===== src/hdl/rfpc_pkg.sv =====
package rfpc_pkg;

  // Field widths of the stream and configuration ports
  localparam int RAW_W      = 32;
  localparam int COLOR_W    = 32;
  localparam int CFG_IDX_W  = 3;
  localparam int CFG_DATA_W = 24;

  // Register widths
  localparam int FMT_W    = 3;
  localparam int SCR_W_W  = 10;
  localparam int SCR_H_W  = 9;
  localparam int DEST_W   = 10;
  localparam int PITCH_W  = 11;
  localparam int FILL_W   = 24;

  // Defaults for the top-level parameters
  localparam int MAX_COLUMNS_DEF = 512;
  localparam int MAX_ROWS_DEF    = 256;
  localparam int ADDR_BITS_DEF   = 20;

  // Register reset values
  localparam logic [SCR_W_W-1:0] RST_SCR_W = SCR_W_W'(400);
  localparam logic [SCR_H_W-1:0] RST_SCR_H = SCR_H_W'(240);
  localparam logic [PITCH_W-1:0] RST_PITCH = PITCH_W'(400);

  // Source pixel formats
  localparam logic [FMT_W-1:0] FMT_RGBA8  = 3'd0;
  localparam logic [FMT_W-1:0] FMT_RGB8   = 3'd1;
  localparam logic [FMT_W-1:0] FMT_RGB565 = 3'd2;
  localparam logic [FMT_W-1:0] FMT_RGB5A1 = 3'd3;
  localparam logic [FMT_W-1:0] FMT_RGBA4  = 3'd4;

  // Configuration register indexes
  localparam logic [CFG_IDX_W-1:0] CFG_PIXEL_FORMAT  = 3'd0;
  localparam logic [CFG_IDX_W-1:0] CFG_SCREEN_WIDTH  = 3'd1;
  localparam logic [CFG_IDX_W-1:0] CFG_SCREEN_HEIGHT = 3'd2;
  localparam logic [CFG_IDX_W-1:0] CFG_DEST_X        = 3'd3;
  localparam logic [CFG_IDX_W-1:0] CFG_DEST_Y        = 3'd4;
  localparam logic [CFG_IDX_W-1:0] CFG_ROW_PITCH     = 3'd5;
  localparam logic [CFG_IDX_W-1:0] CFG_FILL_ENABLE   = 3'd6;
  localparam logic [CFG_IDX_W-1:0] CFG_FILL_COLOR    = 3'd7;

  // Decoder controls taken from the configuration registers
  typedef struct packed {
    logic [FMT_W-1:0]  fmt;
    logic              fill_en;
    logic [FILL_W-1:0] fill_color;
  } dec_ctrl_t;

endpackage


===== src/hdl/rfpc_decode.sv =====
module rfpc_decode
  import rfpc_pkg::*;
(
  input  dec_ctrl_t          ctrl,
  input  logic [RAW_W-1:0]   raw,
  output logic [COLOR_W-1:0] color,
  output logic               ok
);

  function automatic logic [7:0] rep5(input logic [4:0] v);
    return {v, v[4:2]};
  endfunction

  function automatic logic [7:0] rep6(input logic [5:0] v);
    return {v, v[5:4]};
  endfunction

  function automatic logic [7:0] rep4(input logic [3:0] v);
    return {v, v};
  endfunction

  function automatic logic [7:0] rep1(input logic v);
    return {8{v}};
  endfunction

  logic [7:0]  b0, b1, b2, b3;
  logic [15:0] h;

  assign b0 = raw[7:0];
  assign b1 = raw[15:8];
  assign b2 = raw[23:16];
  assign b3 = raw[31:24];
  assign h  = raw[15:0];

  // Fill wins over decode; unknown formats give no item
  always_comb begin
    color = '0;
    ok    = 1'b1;
    if (ctrl.fill_en) begin
      color = {8'hFF, ctrl.fill_color};
    end else begin
      unique case (ctrl.fmt)
        FMT_RGBA8:  color = {b0, b1, b2, b3};
        FMT_RGB8:   color = {8'hFF, b0, b1, b2};
        FMT_RGB565: color = {8'hFF, rep5(h[4:0]), rep6(h[10:5]), rep5(h[15:11])};
        FMT_RGB5A1: color = {rep1(h[0]), rep5(h[5:1]), rep5(h[10:6]), rep5(h[15:11])};
        FMT_RGBA4:  color = {rep4(h[3:0]), rep4(h[7:4]), rep4(h[11:8]), rep4(h[15:12])};
        default:    ok    = 1'b0;
      endcase
    end
  end

endmodule


===== src/hdl/rotating_framebuffer_pixel_converter_top.sv =====
// Converts a column-major framebuffer stream (each column stored bottom row
// first) into 32-bit pixels with their output buffer word addresses. Supported
// source formats are RGBA8, RGB8, RGB565, RGB5A1 and RGBA4; fields are widened
// to 8 bits by bit replication, and fill mode replaces every pixel by the fill
// color with alpha 255. The block takes one item per clock when the output is
// not stalled, through an input stage that tracks column and row counters and
// an output register holding the decoded pixel and the address
// (dest_y + row) * row_pitch + dest_x + column, computed with one multiplier.
// A pixel in an unsupported format (fill off) is consumed but gives no item.
// frame_start (in_tuser) restarts the counters; out_tlast flags the last pixel
// of a frame. Write configuration only while the pipeline is empty.
module rotating_framebuffer_pixel_converter_top
  import rfpc_pkg::*;
#(
  parameter int MAX_COLUMNS = MAX_COLUMNS_DEF,
  parameter int MAX_ROWS    = MAX_ROWS_DEF,
  parameter int ADDR_BITS   = ADDR_BITS_DEF
) (
  input  logic                  clk,
  input  logic                  rst_n,
  // Input stream
  input  logic                  in_tvalid,
  output logic                  in_tready,
  input  logic [RAW_W-1:0]      in_tdata,   // [31:0] raw_pixel
  input  logic                  in_tuser,   // [0] frame_start
  // Result stream
  output logic                  out_tvalid,
  input  logic                  out_tready,
  output logic [((COLOR_W+ADDR_BITS+7)/8)*8-1:0] out_tdata,
                                            // [31:0] pixel_color,
                                            // [31+ADDR_BITS:32] word_address
  output logic                  out_tlast,  // frame_last
  // Configuration writes
  input  logic                  cfg_valid,
  output logic                  cfg_ready,
  input  logic [CFG_IDX_W-1:0]  cfg_index,
  input  logic [CFG_DATA_W-1:0] cfg_data
);

  localparam int CW    = $clog2(MAX_COLUMNS);
  localparam int RW    = $clog2(MAX_ROWS);
  localparam int OW    = ((RW > DEST_W) ? RW : DEST_W) + 1;
  localparam int SUMW  = ((OW + PITCH_W > ADDR_BITS) ? OW + PITCH_W : ADDR_BITS) + 1;
  localparam int OUT_W = ((COLOR_W + ADDR_BITS + 7) / 8) * 8;

  // Configuration registers
  logic [FMT_W-1:0]   fmt_r;
  logic [SCR_W_W-1:0] scr_w_r;
  logic [SCR_H_W-1:0] scr_h_r;
  logic [DEST_W-1:0]  dest_x_r;
  logic [DEST_W-1:0]  dest_y_r;
  logic [PITCH_W-1:0] pitch_r;
  logic               fill_en_r;
  logic [FILL_W-1:0]  fill_color_r;

  assign cfg_ready = 1'b1;

  always_ff @(posedge clk) begin
    if (!rst_n) begin
      fmt_r        <= FMT_RGBA8;
      scr_w_r      <= RST_SCR_W;
      scr_h_r      <= RST_SCR_H;
      dest_x_r     <= '0;
      dest_y_r     <= '0;
      pitch_r      <= RST_PITCH;
      fill_en_r    <= 1'b0;
      fill_color_r <= '0;
    end else if (cfg_valid) begin
      unique case (cfg_index)
        CFG_PIXEL_FORMAT:  fmt_r        <= cfg_data[FMT_W-1:0];
        CFG_SCREEN_WIDTH:  scr_w_r      <= cfg_data[SCR_W_W-1:0];
        CFG_SCREEN_HEIGHT: scr_h_r      <= cfg_data[SCR_H_W-1:0];
        CFG_DEST_X:        dest_x_r     <= cfg_data[DEST_W-1:0];
        CFG_DEST_Y:        dest_y_r     <= cfg_data[DEST_W-1:0];
        CFG_ROW_PITCH:     pitch_r      <= cfg_data[PITCH_W-1:0];
        CFG_FILL_ENABLE:   fill_en_r    <= cfg_data[0];
        CFG_FILL_COLOR:    fill_color_r <= cfg_data[FILL_W-1:0];
        default: ;
      endcase
    end
  end

  // Saturate the image size to 1..MAX
  logic [CW:0] w_lim;
  logic [RW:0] h_lim;

  always_comb begin
    if (scr_w_r == '0)                    w_lim = (CW+1)'(1);
    else if (int'(scr_w_r) > MAX_COLUMNS) w_lim = (CW+1)'(MAX_COLUMNS);
    else                                  w_lim = (CW+1)'(scr_w_r);
    if (scr_h_r == '0)                    h_lim = (RW+1)'(1);
    else if (int'(scr_h_r) > MAX_ROWS)    h_lim = (RW+1)'(MAX_ROWS);
    else                                  h_lim = (RW+1)'(scr_h_r);
  end

  // Pipeline handshake
  logic s1_v_r, s1_v_nxt;
  logic out_v_r, out_v_nxt;
  logic s2_free;
  logic in_acc;
  logic dec_ok;

  assign s2_free   = !out_v_r || out_tready;
  assign in_tready = !s1_v_r || s2_free;
  assign in_acc    = in_tvalid && in_tready;

  // Column and row counters
  logic [CW-1:0] col_r, col_nxt, col_cur;
  logic [RW-1:0] within_r, within_nxt, within_cur;
  logic [RW:0]   within_inc;
  logic [CW:0]   col_inc;
  logic [RW-1:0] row;
  logic [OW-1:0] row_off;
  logic          last;

  always_comb begin
    col_cur    = (in_tuser || {1'b0, col_r} >= w_lim) ? '0 : col_r;
    within_cur = (in_tuser || {1'b0, within_r} >= h_lim) ? '0 : within_r;
    row        = RW'(h_lim - (RW+1)'(1) - {1'b0, within_cur});
    row_off    = OW'(dest_y_r) + OW'(row);
    last       = ({1'b0, within_cur} == h_lim - (RW+1)'(1)) &&
                 ({1'b0, col_cur} == w_lim - (CW+1)'(1));
    within_inc = {1'b0, within_cur} + (RW+1)'(1);
    col_inc    = {1'b0, col_cur} + (CW+1)'(1);
    col_nxt    = col_r;
    within_nxt = within_r;
    if (in_acc) begin
      if (within_inc >= h_lim) begin
        within_nxt = '0;
        col_nxt    = (col_inc >= w_lim) ? '0 : col_inc[CW-1:0];
      end else begin
        within_nxt = within_inc[RW-1:0];
        col_nxt    = col_cur;
      end
    end
  end

  // Valid bits: fill the input stage, drop unsupported pixels at the output
  always_comb begin
    s1_v_nxt  = s1_v_r;
    out_v_nxt = out_v_r;
    if (in_tready) s1_v_nxt  = in_tvalid;
    if (s2_free)   out_v_nxt = s1_v_r && dec_ok;
  end

  always_ff @(posedge clk) begin
    if (!rst_n) begin
      col_r    <= '0;
      within_r <= '0;
      s1_v_r   <= 1'b0;
      out_v_r  <= 1'b0;
    end else begin
      col_r    <= col_nxt;
      within_r <= within_nxt;
      s1_v_r   <= s1_v_nxt;
      out_v_r  <= out_v_nxt;
    end
  end

  // Input stage payload
  logic [RAW_W-1:0] s1_raw_r;
  logic [CW-1:0]    s1_col_r;
  logic [OW-1:0]    s1_row_off_r;
  logic             s1_last_r;

  always_ff @(posedge clk) begin
    if (in_acc) begin
      s1_raw_r     <= in_tdata;
      s1_col_r     <= col_cur;
      s1_row_off_r <= row_off;
      s1_last_r    <= last;
    end
  end

  // Decode and address
  dec_ctrl_t          dec_ctrl;
  logic [COLOR_W-1:0] dec_color;
  logic [SUMW-1:0]    addr_full;

  assign dec_ctrl = '{fmt: fmt_r, fill_en: fill_en_r, fill_color: fill_color_r};

  rfpc_decode u_decode (
    .ctrl  (dec_ctrl),
    .raw   (s1_raw_r),
    .color (dec_color),
    .ok    (dec_ok)
  );

  assign addr_full = SUMW'(s1_row_off_r) * SUMW'(pitch_r) + SUMW'(dest_x_r) + SUMW'(s1_col_r);

  // Output register
  logic [COLOR_W-1:0]   out_color_r;
  logic [ADDR_BITS-1:0] out_addr_r;
  logic                 out_last_r;

  always_ff @(posedge clk) begin
    if (s2_free && s1_v_r) begin
      out_color_r <= dec_color;
      out_addr_r  <= addr_full[ADDR_BITS-1:0];
      out_last_r  <= s1_last_r;
    end
  end

  assign out_tvalid = out_v_r;
  assign out_tdata  = OUT_W'({out_addr_r, out_color_r});
  assign out_tlast  = out_last_r;

endmodule

===== config.mk =====
export PLATFORM = sky130hd
export DESIGN_NAME = rotating_framebuffer_pixel_converter_top
export DESIGN_NICKNAME = d
export VERILOG_FILES = /design/src/hdl/rfpc_pkg.sv /design/src/hdl/rfpc_decode.sv /design/src/hdl/rotating_framebuffer_pixel_converter_top.sv
export SDC_FILE = /design/constraint.sdc
export NUM_CORES = 1
export LEC_CHECK = 0
export BUFFER_PORTS_ARGS = -buffer_cell sky130_fd_sc_hd__buf_2
export CAP_MARGIN = 40
export CORE_MARGIN = 10
export CORE_UTILIZATION = 56
export DETAILED_ROUTE_END_ITERATION = 16
export MAX_ROUTING_LAYER = met4
export PLACE_DENSITY_LB_ADDON = 0.05
export SLEW_MARGIN = 20
export SYNTH_ARGS = -nofsm -noshare
export SYNTH_HDL_FRONTEND = slang
export SYNTH_SLANG_ARGS = --single-unit

===== constraint.sdc =====
create_clock -name clk -period 7 [get_ports clk]
set_input_delay 0.7 -clock clk [delete_from_list [all_inputs] [get_ports clk]]
set_output_delay 0.7 -clock clk [all_outputs]
set_load 0.02 [all_outputs]

# Word-level counts from Yosys, hierarchy flattened
# Cells that the tools add are included.
# totals
register_bits,203
output_inout_bits,60
# op_classes
n_mul,1
n_addsub,8
n_mux,13
n_reduce_logical,23
magnitude_cmp,6
eq_ne,13
# ops
operator,n
32-bit case mux with 5 select lines,1
9-bit 2-to-1 mux,5
24-bit 2-to-1 mux,1
20-bit by 10-bit adder with 20-bit output,1
20-bit by 9-bit adder with 20-bit output,1
11-bit by 11-bit multiplier with 20-bit output,1
10-bit 2-to-1 mux,2
8-bit 2-to-1 mux,2
2-bit AND reduction,8
3-bit equality test (second input constant),5
3-bit by 2-bit equality test with 1-bit output (second input constant),4
10-bit by 8-bit adder with 11-bit output,1
9-bit by 1-bit adder with 10-bit output (second input constant),1
9-bit by 10-bit equality test with 1-bit output,1
10-bit greater-or-equal comparator,1
9-bit by 10-bit greater-or-equal comparator with 1-bit output,1
10-bit greater-than comparator (second input constant),1
10-bit logical NOT,1
10-bit by 1-bit subtractor with 10-bit output (second input constant),1
8-bit by 1-bit adder with 9-bit output (second input constant),1
8-bit by 9-bit equality test with 1-bit output,1
8-bit by 9-bit greater-or-equal comparator with 1-bit output,1
9-bit greater-or-equal comparator,1
9-bit greater-than comparator (second input constant),1
other kinds (10),20

# Longest topological paths before layout
# depth
depth_word,10
mapped_depth,27
mapped_depth_nobuf,26

# Modules after synthesis
# A second synthesis with hierarchy kept.
# hier_totals
cells_unflattened,1564
hier_area_um2,14863.0
# by_module_without_submodules
module,cells_each,instances,area_each_um2
rotating_framebuffer_pixel_converter_top,1388,1,13588.0
rfpc_decode,176,1,1275.0

# Least setup slack after synthesis
# No wires, ideal clock.
# synth_timing
kind,flip-flop to flip-flop
start,register s1_row_off_r[5]
end,register out_addr_r[19] (data pin)
required_time_ps,6740
setup_slack_ps,1794
stages_incl_launch_ff,20
path_buffers,1
setup_time_ps,260
period_less_slack_ps,5206
t_arrival_ps,4946
path_cell_list,edfxtp_1 > clkbuf_1 > nand2_1 > fa_1 > inv_1 > fa_1 > fa_1 > inv_1 > fa_1 > fa_1 > inv_1 > ha_1 > o21a_1 > o31ai_2 > a21oi_1 > a41o_1 > o41ai_2 > o2111ai_1 > a21oi_1 > xnor2_1
# synth_via
elab_chain_cells,3
# synth_rtl
element,line,source
"start, declared",rotating_framebuffer_pixel_converter_top.sv:163,logic [OW-1:0] s1_row_off_r;
"start signal, assigned",rotating_framebuffer_pixel_converter_top.sv:170,s1_row_off_r <= row_off;
11-bit by 11-bit multiplier with 20-bit output,rotating_framebuffer_pixel_converter_top.sv:189,assign addr_full = SUMW'(s1_row_off_r) * SUMW'(pitch_r) + SUMW'(dest_x_r) + SUMW'(s1_col_r);
20-bit by 10-bit adder with 20-bit output,rotating_framebuffer_pixel_converter_top.sv:189,
20-bit by 9-bit adder with 20-bit output,rotating_framebuffer_pixel_converter_top.sv:189,
named net addr_full[19],rotating_framebuffer_pixel_converter_top.sv:178,logic [SUMW-1:0] addr_full;
"end signal, assigned",rotating_framebuffer_pixel_converter_top.sv:199,out_addr_r <= addr_full[ADDR_BITS-1:0];
"end, declared",rotating_framebuffer_pixel_converter_top.sv:193,logic [ADDR_BITS-1:0] out_addr_r;
# The timed path passes the listed nets, and every way through them passes these cells.
# A chain may end at the register's enable or synchronous reset.

# Worst setup path after layout
# layout_timing
start,register s1_row_off_r[4]
end,register out_addr_r[19] (data pin)
# The elaborated chain is that of the path after synthesis.

==> run_results.csv <==
group,metric,value,unit
logic_synthesis,yosys.cell_types.count,71,
logic_synthesis,ys_ff_latch,203,
detailed_routing,ant_nets,0,
sta,tightest_slew,808,ps
flow_run,maxCapViolations,0,
place,gp_congestion,0.889,
cts,clockBufferDepth,3,
worst_setup_path,end_kind,"flop",
global_route,grt_usage,22.0,%
detailed_routing,drt_iter0_drc,763,
floorplan,die_h,182,um
sta,period_share,79.8,%
power,pwr-share-clk,31.1,%
logic_synthesis,synth-xor-area-share,3.20,%
logic_synthesis,synth_flop_cell,"edfxtp_1",
power,power.leakage,6.98,nW
logic_synthesis,synth_area,14800,um^2
logic_synthesis,yosysWarnings,0,
logic_synthesis,async_flop_share,0,%
floorplan,ios,125,
logic_synthesis,synth_compound_area_share,13.1,%
hold_path,hold_path.class,"in2reg",
worst_setup_path,critical_path.slowest_cell,"edfxtp_1",
power,p_per_area,247,nW/um^2
detailed_routing,drt-pass1-iter-count,7,
finish,finalNetCount,1943,
finish,final_cells,2022,
global_route,grt_pass1_wl,58.7,mm
outcome,status,"completed",
detailed_routing,drt-total-wl,35.7,mm
cts,clk_latency,530,ps
detailed_routing,drc,0,
logic_synthesis,synth_top_cell_area_share,21.6,%
detailed_routing,wl_per_cell,17.7,um
cts,postCtsHoldBufs,0,
cts,cts_tree,"built",
sta,setup_viol,0,
cts,cts_setup_buffers,0,
cts,clock_sinks,203,
logic_synthesis,synthesis.instances,1587,
global_route,overflow,0,
worst_setup_path,worstPathRequired,7260,ps
power,ir_worst_vdd,332,uV
worst_setup_path,critical_path.most_common_cell,"inv_1",
floorplan,die_x,182,um
sta,clock_skew,18.8,ps
sta,rsz0062_at_grt,"no",
floorplan,rows,59,
sta,max_freq,179,MHz
worst_setup_path,crit_chain,"nand2_1 > fa_1 > inv_1 > fa_1 > inv_1 > fa_1 > inv_1 > ha_1 > inv_1 > fa_1 > inv_1 > ha_1 > nor2b_4 > o31ai_2 > a21oi_1 > a41o_1 > o41ai_2 > o2111ai_1 > a21oi_1 > xnor2_1",
logic_synthesis,synth_edf_count,106,
sta,relSlewSlack,46.1,%
logic_synthesis,synth.area.mux_share,2.16,%
worst_setup_path,cp-start-kind,"flop",
sta,setup_tns,0,ps
finish,fin_util,63.1,%
sta,drv_slew,0,
global_route,grt_pass1_vias,11200,
logic_synthesis,synth_top_family_by_area,"adder cells",
detailed_routing,avgViaCountPerCell,5.54,
worst_setup_path,cp_max_fo,11,
worst_setup_path,max_stage_delay,600,ps
cts,root_buffer,"clkbuf_16",
finish,area_growth,11.0,%
logic_synthesis,synth_commonest_cells,"nand2_1 (312), inv_1 (156), ha_1 (111), edfxtp_1 (106), fa_1 (100)",
floorplan,core,26000,um^2
cts,path_clk_slew,60,ps
worst_setup_path,rr_worst_depth,20,
logic_synthesis,seq_area_frac_synth,34.7,%
cts,cts-buffers-inserted,24,
logic_synthesis,yosysMostFrequentCell,"nand2_1",
detailed_routing,vias,11200,
power,internal_power,0.00273,W
power,p_sw,0.00132,W
cts,h-tree-depth,1,
sta,fin_crit,5590,ps
floorplan,start_util,56.8,%
logic_synthesis,synth_top_cell_by_area,"edfxtp_1",
logic_synthesis,synth_simple_gate_area_share,17.6,%
logic_synthesis,synthAdderAreaFrac,23.0,%
worst_setup_path,path_class,"reg2reg",
worst_setup_path,cp.arrival,5850,ps
floorplan,dieArea,33300,um^2
global_route,grt_max_degree,65,
logic_synthesis,syn_area_per_cell,9.30,um^2
sta,hold_viol_final,0,
power,power_frac_comb,32.8,%
logic_synthesis,synth.area.top_cells,"edfxtp_1 (22%), fa_1 (14%), dfxtp_1 (13%), ha_1 (9.4%), nand2_1 (7.9%)",
hold_path,hold_path_depth,1,
global_route,antenna_found_initial,2,
power,pwr-share-seq,36.1,%
place,port_buffers,119,
place,placedCellCount,1974,
place,hpwl,26.9,mm
power,p_sw_share,32.6,%
finish,drive_gt1_share,11.3,%
cts,ctsResizeCount,0,
metrics by stage:
| stage | hold slack (ps) | area (um^2) | setup slack, ps | power, W |
|---|---|---|---|---|
| 6_report | 343 | 16400 | 1410 | 0.00405 |
| 5_1_grt | 330 | 16400 | 965 | 0.00429 |
| 4_1_cts | 329 | 16300 | 1440 | 0.00408 |
| 3_5_place_dp | 427 | 15500 | 1440 | 0.00281 |
| 3_3_place_gp | 440 | 15500 | 1530 | 0.00278 |
| 2_1_floorplan | 400 | 14800 | 1790 | 0.00250 |
power groups by stage:
stage | Sequential [W] | Combinational, W | Clock, W
5_1_grt | 0.00147 | 0.00150 | 0.00133
4_1_cts | 0.00146 | 0.00134 | 0.00128
3_3_place_gp | 0.00148 | 0.00129 | 0
6_report | 0.00146 | 0.00133 | 0.00126
2_1_floorplan | 0.00152 | 0.000986 | 0
3_5_place_dp | 0.00148 | 0.00132 | 0
worst max-delay path: cells and delay by family (launching register included):
family          cells  cell delay [ps]
compound gates      6             1480
xor+xnor            1               80
fa+ha+maj           6             2640
buf+inv             5              230
flops               1              600
simple gates        2              290
per-layer routing:
metal  share of wire, %  GRT usage, %  vias up
met5                  0             -        -
met4                2.3          5.53        0
met3                6.1          3.60       51
met2                 45          34.0      300
met1                 46          29.7     5394
li1                   -             -     5453
cells in the final DEF, fill, tap and decap left out, types with 24 or more instances in the layout:
cell type  Yosys  layout
nand2_1      312     312
inv_1        156     155
buf_2          4     119
ha_1         111     111
edfxtp_1     106     106
fa_1         100     100
dfxtp_1       97      97
a21boi_0      75      75
and2_1        63      62
a21oi_1       61      61
nor2_1        62      61
o21ai_0       47      47
xnor2_1       45      45
nand3_1       36      36
nor2b_1       29      29
mux2i_1       24      24
clkbuf_16      0      24
registers in the layout (all words and copies together) (netlist names), 10 cells and up:
name          flops
s1_raw_r         32
out_color_r      32
dest_x_r         10
s1_row_off_r     11
scr_w_r          10
dest_y_r         10
fill_color_r     24
out_addr_r       20
pitch_r          11
worst paths after layout:
check / from / end / slack (ps)
setup / recovery: s1_row_off_r[4] / out_addr_r[19] / 1410
hold / removal: in_tdata[18] / s1_raw_r[18] / 340
setup reg to reg: s1_row_off_r[4] / out_addr_r[19] / 1410
hold reg to reg: s1_last_r / out_tlast / 460
kinds of logic (layout without fill, tap and decap cells):
logic type | after synthesis | in the layout
buffers and inverters | 237 | 332
other | 2 | 7
multiplexers | 29 | 29
flip-flops | 203 | 203
XOR/XNOR | 54 | 54
AO/OA/AOI/OAI | 284 | 284
AND/OR/NAND/NOR | 567 | 567
adder cells (fa/ha/maj) | 211 | 211
layout make-up:
| cell class | instances | area [um^2] |
|---|---|---|
| multi-input combinational | 1150 | 8740 |
| fill | 2214 | 9600 |
| clock inverter | 11 | 141 |
| timing repair buffer | 132 | 729 |
| inverter | 156 | 586 |
| tap | 335 | 419 |
| clock buffer | 33 | 644 |
| antenna | 2 | 5.00 |
| sequential | 203 | 5120 |
Note: power is estimated with default switching activity, not from simulation.
